## config.mk

```make
export PLATFORM = sky130hd
export DESIGN_NAME = cwis_seq
export DESIGN_NICKNAME = d
export VERILOG_FILES = /design/src/rtl/cwis_pkg.sv /design/src/rtl/cwis_seq.sv
export SDC_FILE = /design/constraint.sdc
export NUM_CORES = 1
export LEC_CHECK = 0
export BUFFER_PORTS_ARGS = -buffer_cell sky130_fd_sc_hd__buf_2
export CAP_MARGIN = 20
export CORE_MARGIN = 2
export CORE_UTILIZATION = 52
export DETAILED_ROUTE_END_ITERATION = 6
export GPL_TIMING_DRIVEN = 0
export PLACE_DENSITY = 0.82
export REMOVE_ABC_BUFFERS = 1
export SLEW_MARGIN = 30
export SYNTH_ARGS = -nofsm -noshare
export SYNTH_HDL_FRONTEND = slang
export SYNTH_SLANG_ARGS = --single-unit
```

## constraint.sdc

```tcl
create_clock -name clock -period 6.5 [get_ports clock]
set_input_delay 0.65 -clock clock [delete_from_list [all_inputs] [get_ports clock]]
set_output_delay 0.65 -clock clock [all_outputs]
set_load 0.01 [all_outputs]
```

## src/rtl/cwis_pkg.sv

```systemverilog
// Shared types and constants for the cumulative weight index search unit.
// No dependencies; imported by every module of the block.
package cwis_pkg;

   localparam int DEF_MAX_ENTRIES = 4096;
   localparam int DEF_WEIGHT_BITS = 32;

   localparam int CMD_W    = 2;
   localparam int WEIGHT_W = 32;
   localparam int VALUE_W  = 48;
   localparam int INDEX_W  = 12;
   localparam int STATUS_W = 2;

   typedef enum logic [CMD_W-1:0] {
      CMD_CLEAR  = 2'd0,
      CMD_APPEND = 2'd1,
      CMD_QUERY  = 2'd2
   } command_type;

   typedef enum logic [STATUS_W-1:0] {
      ST_OK        = 2'd0,
      ST_FULL      = 2'd1,
      ST_NOT_FOUND = 2'd2
   } status_type;

   typedef enum logic [1:0] {
      S_IDLE,
      S_SEARCH,
      S_RESP
   } state_type;

   typedef struct packed {
      logic [INDEX_W-1:0] index;
      logic [VALUE_W-1:0] total;
      status_type         status;
   } result_type;

   function automatic result_type make_result(input logic [INDEX_W-1:0] idx,
                                              input logic [VALUE_W-1:0] tot,
                                              input status_type st);
      result_type r;
      r.index  = idx;
      r.total  = tot;
      r.status = st;
      return r;
   endfunction

endpackage

```

## src/rtl/cwis_seq.sv

```systemverilog
// Command sequencer: table count and running total, append path and the
// binary search over the end-total store. Depends on cwis_pkg.
module cwis_seq
   import cwis_pkg::*;
#(
   parameter int MAX_ENTRIES = DEF_MAX_ENTRIES,
   parameter int WEIGHT_BITS = DEF_WEIGHT_BITS,
   localparam int AW = (MAX_ENTRIES > 1) ? $clog2(MAX_ENTRIES) : 1,
   localparam int CW = $clog2(MAX_ENTRIES + 1)
) (
   input  logic                clock,
   input  logic                reset,
   input  logic                req_valid,
   output logic                req_stall,
   input  logic [CMD_W-1:0]    req_command,
   input  logic [WEIGHT_W-1:0] req_weight,
   input  logic [VALUE_W-1:0]  req_query_value,
   output logic                res_valid,
   input  logic                res_take,
   output result_type          res_data,
   output logic                mem_wr_en,
   output logic [AW-1:0]       mem_wr_addr,
   output logic [VALUE_W-1:0]  mem_wr_data,
   output logic [AW-1:0]       mem_rd_addr_a,
   output logic [AW-1:0]       mem_rd_addr_b,
   input  logic [VALUE_W-1:0]  mem_rd_data_a,
   input  logic [VALUE_W-1:0]  mem_rd_data_b
);

   localparam logic [WEIGHT_W-1:0] WMASK = (WEIGHT_BITS >= WEIGHT_W) ? '1 :
      WEIGHT_W'((64'd1 << WEIGHT_BITS) - 64'd1);

   state_type          state_ff, state_in;
   logic [CW-1:0]      count_ff, count_in;
   logic [VALUE_W-1:0] total_ff, total_in;
   logic [CW-1:0]      lo_ff, lo_in;
   logic [CW-1:0]      hix_ff, hix_in;        // exclusive upper bound
   logic [AW-1:0]      mid_ff, mid_in;
   logic [VALUE_W-1:0] value_ff, value_in;
   result_type         res_ff, res_in;

   logic [VALUE_W:0]   sum_full;
   logic [VALUE_W-1:0] sum_sat;
   logic [CW-1:0]      count_m1;
   logic [AW-1:0]      mid0;
   logic [CW-1:0]      mid_ext;
   logic [CW-1:0]      mid_up;
   logic [CW:0]        sum_l;
   logic [CW:0]        sum_g;
   logic [AW-1:0]      nmid_l;
   logic [AW-1:0]      nmid_g;
   logic [VALUE_W-1:0] begin_val;
   logic               less;
   logic               greater;
   logic [AW-1:0]      rd_addr;

   assign sum_full = {1'b0, total_ff} + (VALUE_W + 1)'(req_weight & WMASK);
   assign sum_sat  = sum_full[VALUE_W] ? '1 : sum_full[VALUE_W-1:0];

   // first probe sits at the middle of the whole table
   assign count_m1 = count_ff - CW'(1);
   assign mid0     = AW'(count_m1 >> 1);

   // both possible next probes are ready before the compare settles
   assign mid_ext = CW'(mid_ff);
   assign mid_up  = mid_ext + CW'(1);
   assign sum_l   = {1'b0, lo_ff} + {1'b0, mid_ext} - (CW + 1)'(1);
   assign sum_g   = {1'b0, mid_ext} + {1'b0, hix_ff};
   assign nmid_l  = AW'(sum_l >> 1);
   assign nmid_g  = AW'(sum_g >> 1);

   assign begin_val = (mid_ff == '0) ? '0 : mem_rd_data_b;
   assign less      = value_ff < begin_val;
   assign greater   = value_ff > mem_rd_data_a;

   always_ff @(posedge clock) begin
      if (reset) begin
         state_ff <= S_IDLE;
         count_ff <= '0;
         total_ff <= '0;
      end else begin
         state_ff <= state_in;
         count_ff <= count_in;
         total_ff <= total_in;
      end
   end

   always_ff @(posedge clock) begin
      lo_ff    <= lo_in;
      hix_ff   <= hix_in;
      mid_ff   <= mid_in;
      value_ff <= value_in;
      res_ff   <= res_in;
   end

   always_comb begin
      state_in  = state_ff;
      count_in  = count_ff;
      total_in  = total_ff;
      lo_in     = lo_ff;
      hix_in    = hix_ff;
      mid_in    = mid_ff;
      value_in  = value_ff;
      res_in    = res_ff;
      mem_wr_en = 1'b0;
      rd_addr   = (count_ff == '0) ? '0 : mid0;
      req_stall = (state_ff != S_IDLE);
      res_valid = 1'b0;

      case (state_ff)
         S_IDLE: begin
            if (req_valid) begin
               case (command_type'(req_command))
                  CMD_CLEAR: begin
                     count_in = '0;
                     total_in = '0;
                     res_in   = make_result('0, '0, ST_OK);
                     state_in = S_RESP;
                  end
                  CMD_APPEND: begin
                     if (count_ff == CW'(MAX_ENTRIES)) begin
                        res_in = make_result('0, total_ff, ST_FULL);
                     end else begin
                        mem_wr_en = 1'b1;
                        total_in  = sum_sat;
                        count_in  = count_ff + CW'(1);
                        res_in    = make_result(INDEX_W'(count_ff), sum_sat, ST_OK);
                     end
                     state_in = S_RESP;
                  end
                  CMD_QUERY: begin
                     value_in = req_query_value;
                     if (count_ff == '0 || req_query_value > total_ff) begin
                        res_in   = make_result('0, total_ff, ST_NOT_FOUND);
                        state_in = S_RESP;
                     end else begin
                        // the read of mid0 is already under way this cycle
                        lo_in    = '0;
                        hix_in   = count_ff;
                        mid_in   = mid0;
                        state_in = S_SEARCH;
                     end
                  end
                  default: begin
                     res_in   = make_result('0, total_ff, ST_OK);
                     state_in = S_RESP;
                  end
               endcase
            end
         end
         S_SEARCH: begin
            if (less) begin
               hix_in = mid_ext;
               if (lo_ff < mid_ext) begin
                  mid_in  = nmid_l;
                  rd_addr = nmid_l;
               end else begin
                  res_in   = make_result('0, total_ff, ST_NOT_FOUND);
                  state_in = S_RESP;
               end
            end else if (greater) begin
               lo_in = mid_up;
               if (mid_up < hix_ff) begin
                  mid_in  = nmid_g;
                  rd_addr = nmid_g;
               end else begin
                  res_in   = make_result('0, total_ff, ST_NOT_FOUND);
                  state_in = S_RESP;
               end
            end else begin
               res_in   = make_result(INDEX_W'(mid_ff), total_ff, ST_OK);
               state_in = S_RESP;
            end
         end
         S_RESP: begin
            res_valid = 1'b1;
            if (res_take) begin
               state_in = S_IDLE;
            end
         end
         default: begin
            state_in = S_IDLE;
         end
      endcase
   end

   assign mem_wr_addr   = count_ff[AW-1:0];
   assign mem_wr_data   = sum_sat;
   assign mem_rd_addr_a = rd_addr;
   assign mem_rd_addr_b = (rd_addr == '0) ? '0 : rd_addr - AW'(1);
   assign res_data      = res_ff;

   a_count_bound: assert property (@(posedge clock) disable iff (reset)
      count_ff <= CW'(MAX_ENTRIES))
      else $error("entry count beyond table depth");

   a_probe_in_range: assert property (@(posedge clock) disable iff (reset)
      (state_ff == S_SEARCH) |-> (mid_ext >= lo_ff && mid_ext < hix_ff))
      else $error("search probe outside live range");

   a_range_shrinks: assert property (@(posedge clock) disable iff (reset)
      (state_ff == S_SEARCH && state_in == S_SEARCH)
      |=> ((hix_ff - lo_ff) < $past(hix_ff - lo_ff)))
      else $error("search range failed to shrink");

   a_no_write_in_search: assert property (@(posedge clock) disable iff (reset)
      (state_ff == S_SEARCH) |-> !mem_wr_en)
      else $error("store written during a search");

endmodule

```

==> run_results.csv, run 1 <==
group,metric,value,unit
outcome,outcome,"complete, but fails checks",
outcome,violations,"design-rule violations",
yosys,syn_area,0.0171,sq mm
sta,finalSetupViolCount,0,
yosys,yosys.cell_types.count,93,
layout,final_cells,2747,
layout,layout-drive-gt1-share,21.0,%
layout,area_delta_synth_final,20.6,%
die,pin_count,331,
global_route,antenna_found_initial,22,
yosys,synth_edf_count,148,
worst_setup_path,cp_slowest_cell,"or4b_2",
power_and_ir_drop,power_density,175,mW/mm^2
sta,fmax,158,MHz
detailed_routing,ant_nets,0,
clock_network,cts_sinks,211,
job,maxCapViolCount,0,
yosys,async_flop_share,0,%
yosys,synth_top_area_share,26.0,%
die,core,0.0325,sq mm
detailed_routing,drtPass1Iterations,7,
detailed_routing,wl_per_cell,22.3,um
placement,place_inst,2658,
yosys,yosysTopAreaCell,"edfxtp_1",
global_route,gr-usage-all-layers,34.6,%
global_route,grt_pass1_vias,16500,
detailed_routing,drt_iter0_drc,1479,
worst_setup_path,required,5.85,ns
yosys,seq_area_frac_synth,33.3,%
yosys,avgSynthCellArea,8.78,sq um
detailed_routing,dr_total_vias,16900,
die,die_area,0.0344,sq mm
sta,period_share,97.3,%
layout,fin_nets,2690,
worst_setup_path,arrival,5.67,ns
yosys,synthCells,1949,
clock_network,clk_latency,0.55,ns
worst_setup_path,path_buf_inv,2,
power_and_ir_drop,peakVddDrop,0.209,mV
sta,rsz0062_at_grt,"false",
detailed_routing,drt_wl_total,61400,um
power_and_ir_drop,p_leak,9.60,nW
clock_network,clk_pin_slew,0.06,ns
layout,final_common_cell,"buf_2",
clock_network,clk_path_buf_depth,3,
clock_network,htreeDepth,1,
sta,slew_violations,0,
worst_setup_path,path_cells,"inv_1 -> nor4_4 -> or4b_2 -> xnor2_1 -> ha_1 -> a211oi_2 -> o211ai_1 -> a21oi_2 -> o21bai_2 -> o21ai_0 -> a31oi_1 -> or4_4 -> nor4_4 -> nand3_1 -> mux2_1 -> buf_2",
sta,tightest_slew,0.964,ns
sta,whs,0.307,ns
die,die_w,185,um
clock_network,cts_tree,"yes",
placement,port_buffers,330,
yosys,dominantRegCellSynth,"edfxtp_1",
global_route,grt-ovfl-total,0,
yosys,ys_warn_count,0,
sta,finalHoldViolCount,0,
worst_setup_path,start_kind,"flip-flop",
worst_setup_path,end_kind,"primary output",
worst_hold_path,hp-class,"input pin to flip-flop",
detailed_routing,via_per_inst,6.16,
worst_setup_path,crit_type,"flip-flop to primary output",
worst_setup_path,critPathTopFamily,"simple AND/OR/NAND/NOR gates",
global_route,grt_max_degree,38,
layout,nFillCells,2677,
clock_network,cts_inserted_buffers,25,
sta,period_minus_slack,6.32,ns
placement,dpl.hpwl,47200,um
global_route,grt_pass1_wl,91200,um
die,die_y,185,um
worst_setup_path,cpPeakStageDelay,0.64,ns
worst_setup_path,crit_fanout,8,
sta,fin_skew,0.0234,ns
layout,layout_common_cells,"buf_2, ha_1, inv_1",
die,num_rows,66,
yosys,yosys-top-cells-area,"edfxtp_1, ha_1, dfxtp_1, inv_1, nand2_1",
detailed_routing,drc,1,
clock_network,root_buffer,"clkbuf_16",
sta,max_slew_margin,35.8,%
placement,gp_congestion,0.967,
die,start_util,52.7,%
worst_setup_path,path_common_cell,"nor4_4",
layout,fin_util,63.6,%
clock_network,hold_buffers,0,
yosys,ys_seq_elements,211,
## final cells by class
| type | instances | area [sq um] | area share (%) |
|---|---|---|---|
| tap | 442 | 553 | 2.68 |
| clock inverter | 10 | 136 | 0.661 |
| antenna | 19 | 47.5 | 0.230 |
| inverter | 207 | 777 | 3.76 |
| sequential | 211 | 5710 | 27.6 |
| timing repair buffer | 368 | 2170 | 10.5 |
| multi-input combinational | 1454 | 10500 | 51.0 |
| clock buffer | 36 | 718 | 3.48 |
## sequential cells by signal, indices dropped and copies added (netlist names)
signal / cells
res_data: 62
total_ff: 48
value_ff: 48
count_ff: 13
hix_ff: 13
lo_ff: 13
mid_ff: 12
state_ff: 2
## per-layer routing
metal	GRT usage (%)	up-vias	share of wire, %
li1	-	7744	-
met1	41.6	7988	38
met2	57.4	942	47
met3	6.84	227	9.1
met4	20.3	8	6.1
met5	0	-	0.075
## cells by family after synthesis
group | after synthesis | synth area share (%)
compound gates | 528 | 20.4
xor+xnor | 85 | 4.35
fa+ha+maj | 241 | 17.7
buf+inv | 288 | 6.87
flops | 211 | 33.3
mux | 9 | 0.541
simple gates | 587 | 16.8
## path summary, 6_finish.rpt
check,start,end,slack [ns],cells past startpoint
worst max-delay path,mid_ff[5],mem_rd_addr_b[11],0.18,16
worst min-delay path,req_query_value[46],value_ff[46],0.31,1
worst max register to register,mid_ff[1],res_data[3],1.31,19
worst min register to register,total_ff[17],total_ff[17],0.54,2
## per-stage QoR
step	setup TNS [ns]	power, mW	area [sq um]	setup WS (ns)
3_3_place_gp	-491.15	2.09	18900	-6.14
3_5_place_dp	-6.42	2.12	19400	-0.562
4_1_cts	0	3.60	20400	0.00644
5_1_grt	0	3.73	20600	0.0265
2_1_floorplan	-107.27	1.86	16700	-1.72
6_report	0	3.61	20600	0.177
## power breakdown
group          internal [mW]  switching [mW]  total (mW)
combinational          0.249           0.375       0.624
sequential              1.48          0.0176        1.49
clock                  0.890           0.601        1.49
## cells in the mapped netlist (13+ instances only)
library cell,number
o22ai_1,49
or3_1,15
a21o_1,58
o21ai_0,99
a21oi_1,137
a22o_1,21
and2_1,28
o211ai_1,13
nor3_1,34
nor2b_1,18
dfxtp_1,63
nor2_1,131
a31oi_1,17
nand4_1,41
ha_1,238
edfxtp_1,148
buf_4,17
clkbuf_1,47
nand3_1,52
o21a_1,20
xnor2_1,49
nor4_1,19
xor2_1,36
a211oi_1,19
nand2_1,189
inv_1,207
## what timing repair did
item	in CTS	in global routing
setup endpoints to repair	21	12
buffers inserted	5	15
hold endpoints to repair	0	0
gates cloned	2	2
pin swaps	4	6
gates resized for setup	22	5
Note: power is estimated with default switching activity, not from simulation.
==> inputs of run 2 (changes only) <==
Settings changed: BUFFER_PORTS_ARGS -buffer_cell sky130_fd_sc_hd__buf_2 to default, CORE_UTILIZATION 52 to 59, DONT_BUFFER_PORTS from default to 1, PLACE_DENSITY 0.82 to 0.81.
==> run 2 against run 1 <==
Effect of this change: the flow now finishes without violations; sequential power is essentially flat; first-iteration DRC count grew 18%; maximum frequency grew 0.92%; global-route usage grew 0.64 points; largest power group unchanged.
==> run_results.csv, run 2 (synthesis results as in run 1) <==
group,metric,value,unit
layout,layout-drive-gt1-share,7.05,%
outcome,outcome,"complete, no violations",
worst_setup_path,path_buf_inv,1,
power_and_ir_drop,power_density,184,mW/mm^2
die,core,0.0286,sq mm
detailed_routing,drt_iter0_drc,1745,
sta,period_share,96.4,%
clock_network,clk_latency,0.54,ns
power_and_ir_drop,p_clk_share,42.3,%
detailed_routing,drtPass1Iterations,6,
power_and_ir_drop,p_sw,0.931,mW
sta,slew_violations,0,
placement,dp_slack,-0.207,ns
power_and_ir_drop,peakVddDrop,0.190,mV
die,die_y,174,um
worst_setup_path,crit_type,"flip-flop to primary output",
power_and_ir_drop,combPwrFrac,13.8,%
global_route,grt-ovfl-total,0,
clock_network,cts_tree,"yes",
layout,largest_register_ffs,62,
worst_setup_path,crit_start,"mid_ff[0]",
sta,finalHoldViolCount,0,
global_route,grt_pass1_wl,83300,um
clock_network,hold_buffers,0,
detailed_routing,dr_total_vias,15400,
clock_network,clk_pin_slew,0.06,ns
worst_setup_path,crit_fanout,8,
global_route,antenna_found_initial,5,
die,start_util,59.8,%
global_route,use_met3,9.43,%
worst_setup_path,cp_slowest_cell,"or4b_2",
worst_setup_path,arrival,5.62,ns
placement,dpl.hpwl,43700,um
clock_network,cts_sinks,211,
sta,finalSetupViolCount,0,
die,die_area,0.0304,sq mm
sta,fmax,160,MHz
sta,fin_skew,0.0148,ns
sta,rsz0062_at_grt,"false",
sta,setup_ws,0.235,ns
global_route,grt-busiest-layer,"met2",
worst_hold_path,hp-class,"input pin to flip-flop",
detailed_routing,drt_wl_total,56300,um
die,pin_count,331,
power_and_ir_drop,internal_power,2.52,mW
power_and_ir_drop,switching_share,27.0,%
global_route,grtUsageMet2,58.8,%
detailed_routing,ant_nets,0,
layout,area_delta_synth_final,9.23,%
worst_setup_path,r2r_slack,1.12,ns
clock_network,root_buffer,"clkbuf_16",
layout,final_common_cell,"ha_1",
worst_setup_path,cpPeakStageDelay,0.64,ns
worst_setup_path,path_common_cell,"o21ai_1",
clock_network,cts_inserted_buffers,25,
power_and_ir_drop,p_leak,8.10,nW
die,num_rows,62,
layout,layout_common_cells,"ha_1, inv_1, nand2_1",
layout,fin_nets,2349,
detailed_routing,drc,0,
sta,whs,0.179,ns
placement,gp_congestion,1.00,
sta,tightest_slew,0.994,ns
placement,port_buffers,0,
global_route,gr-usage-all-layers,35.2,%
power_and_ir_drop,p_seq_share,43.9,%
worst_setup_path,required,5.85,ns
job,maxCapViolCount,0,
sta,period_minus_slack,6.27,ns
worst_setup_path,path_cells,"buf_4 -> nand2_1 -> nor4_4 -> or4b_2 -> xnor2_1 -> ha_1 -> a211oi_2 -> o211ai_1 -> a21oi_2 -> o21bai_2 -> o21ai_0 -> a31oi_1 -> or3b_1 -> or4_1 -> o21ai_1 -> o21ai_1",
worst_setup_path,start_kind,"flip-flop",
detailed_routing,wl_per_cell,24.1,um
clock_network,htreeDepth,1,
global_route,grt_pass1_vias,14800,
global_route,grt_max_degree,50,
sta,max_slew_margin,33.5,%
worst_hold_path,hold_start,"reset",
worst_setup_path,critPathTopFamily,"simple AND/OR/NAND/NOR gates",
clock_network,clk_path_buf_depth,3,
global_route,met1_usage,41.5,%
worst_setup_path,end_kind,"primary output",
worst_setup_path,rr_startpoint,"mid_ff[6]",
detailed_routing,via_per_inst,6.61,
die,die_w,174,um
## run 2: cell count changes in the layout (fill, tap and decap cells not counted), moves of 2 or more
cell / previous run / this run
buf_16: 10 / 8
buf_2: 331 / 0
buf_4: 23 / 19
clkbuf_1: 7 / 5
clkinvlp_4: 0 / 4
diode_2: 19 / 4
inv_6: 2 / 0
nand3_4: 4 / 2
nor3_2: 4 / 6
nor3_4: 3 / 1
## run 2: what timing repair did
| action | 4_1_cts | 5_1_grt |
|---|---|---|
| endpoints found under the setup margin | 12 | 12 |
| pin swaps | 1 | 3 |
| gates resized for setup | 12 | 8 |
| gates cloned | 1 | 0 |
| buffers inserted | 1 | 12 |
## run 2: layer usage
layer	wire length (um)	vias up
li1	-	7026
met1	20500	7230
met2	25800	943
met3	6430	221
met4	3450	4
met5	30	-
## run 2: worst paths after layout
| path | endpoint | cells past startpoint |
|---|---|---|
| hold reg to reg | total_ff[19] | 2 |
| setup / recovery | mem_rd_addr_b[9] | 16 |
| hold / removal | count_ff[0] | 1 |
| setup reg to reg | res_data[28] | 18 |
## run 2: layout make-up
class                           count  area [sq um]
Tap cell                          384           480
Antenna cell                        4          10.0
Clock inverter                     11           138
Sequential cell                   211          5710
Clock buffer                       34           699
Multi-Input combinational cell   1451         10500
Timing Repair Buffer               30           409
Inverter                          207           777
Fill cell                        2297          9930
## run 2: power groups by stage
stage / Sequential [mW] / Clock (mW) / Combinational [mW]
after global placement: 1.55 / 0 / 0.421
final: 1.51 / 1.46 / 0.475
after floorplan: 1.54 / 0 / 0.324
after CTS: 1.51 / 1.46 / 0.464
after detailed placement: 1.54 / 0 / 0.458
after global routing: 1.52 / 1.51 / 0.516
## run 2: per-stage QoR
| step | cell area [sq um] | util [%] | setup TNS [ns] | std cells | power, mW |
|---|---|---|---|---|---|
| finish | 18700 | 65.3 | 0 | 2332 | 3.45 |
| floorplan | 16700 | - | -107.27 | 1868 | 1.86 |
| global route | 18700 | 65.3 | 0 | 2330 | 3.54 |
| global placement | 17200 | 60.1 | -449.54 | 2252 | 1.97 |
| detailed placement | 17600 | 61.5 | -2.11 | 2269 | 2.00 |
| CTS | 18500 | 64.8 | 0 | 2316 | 3.43 |
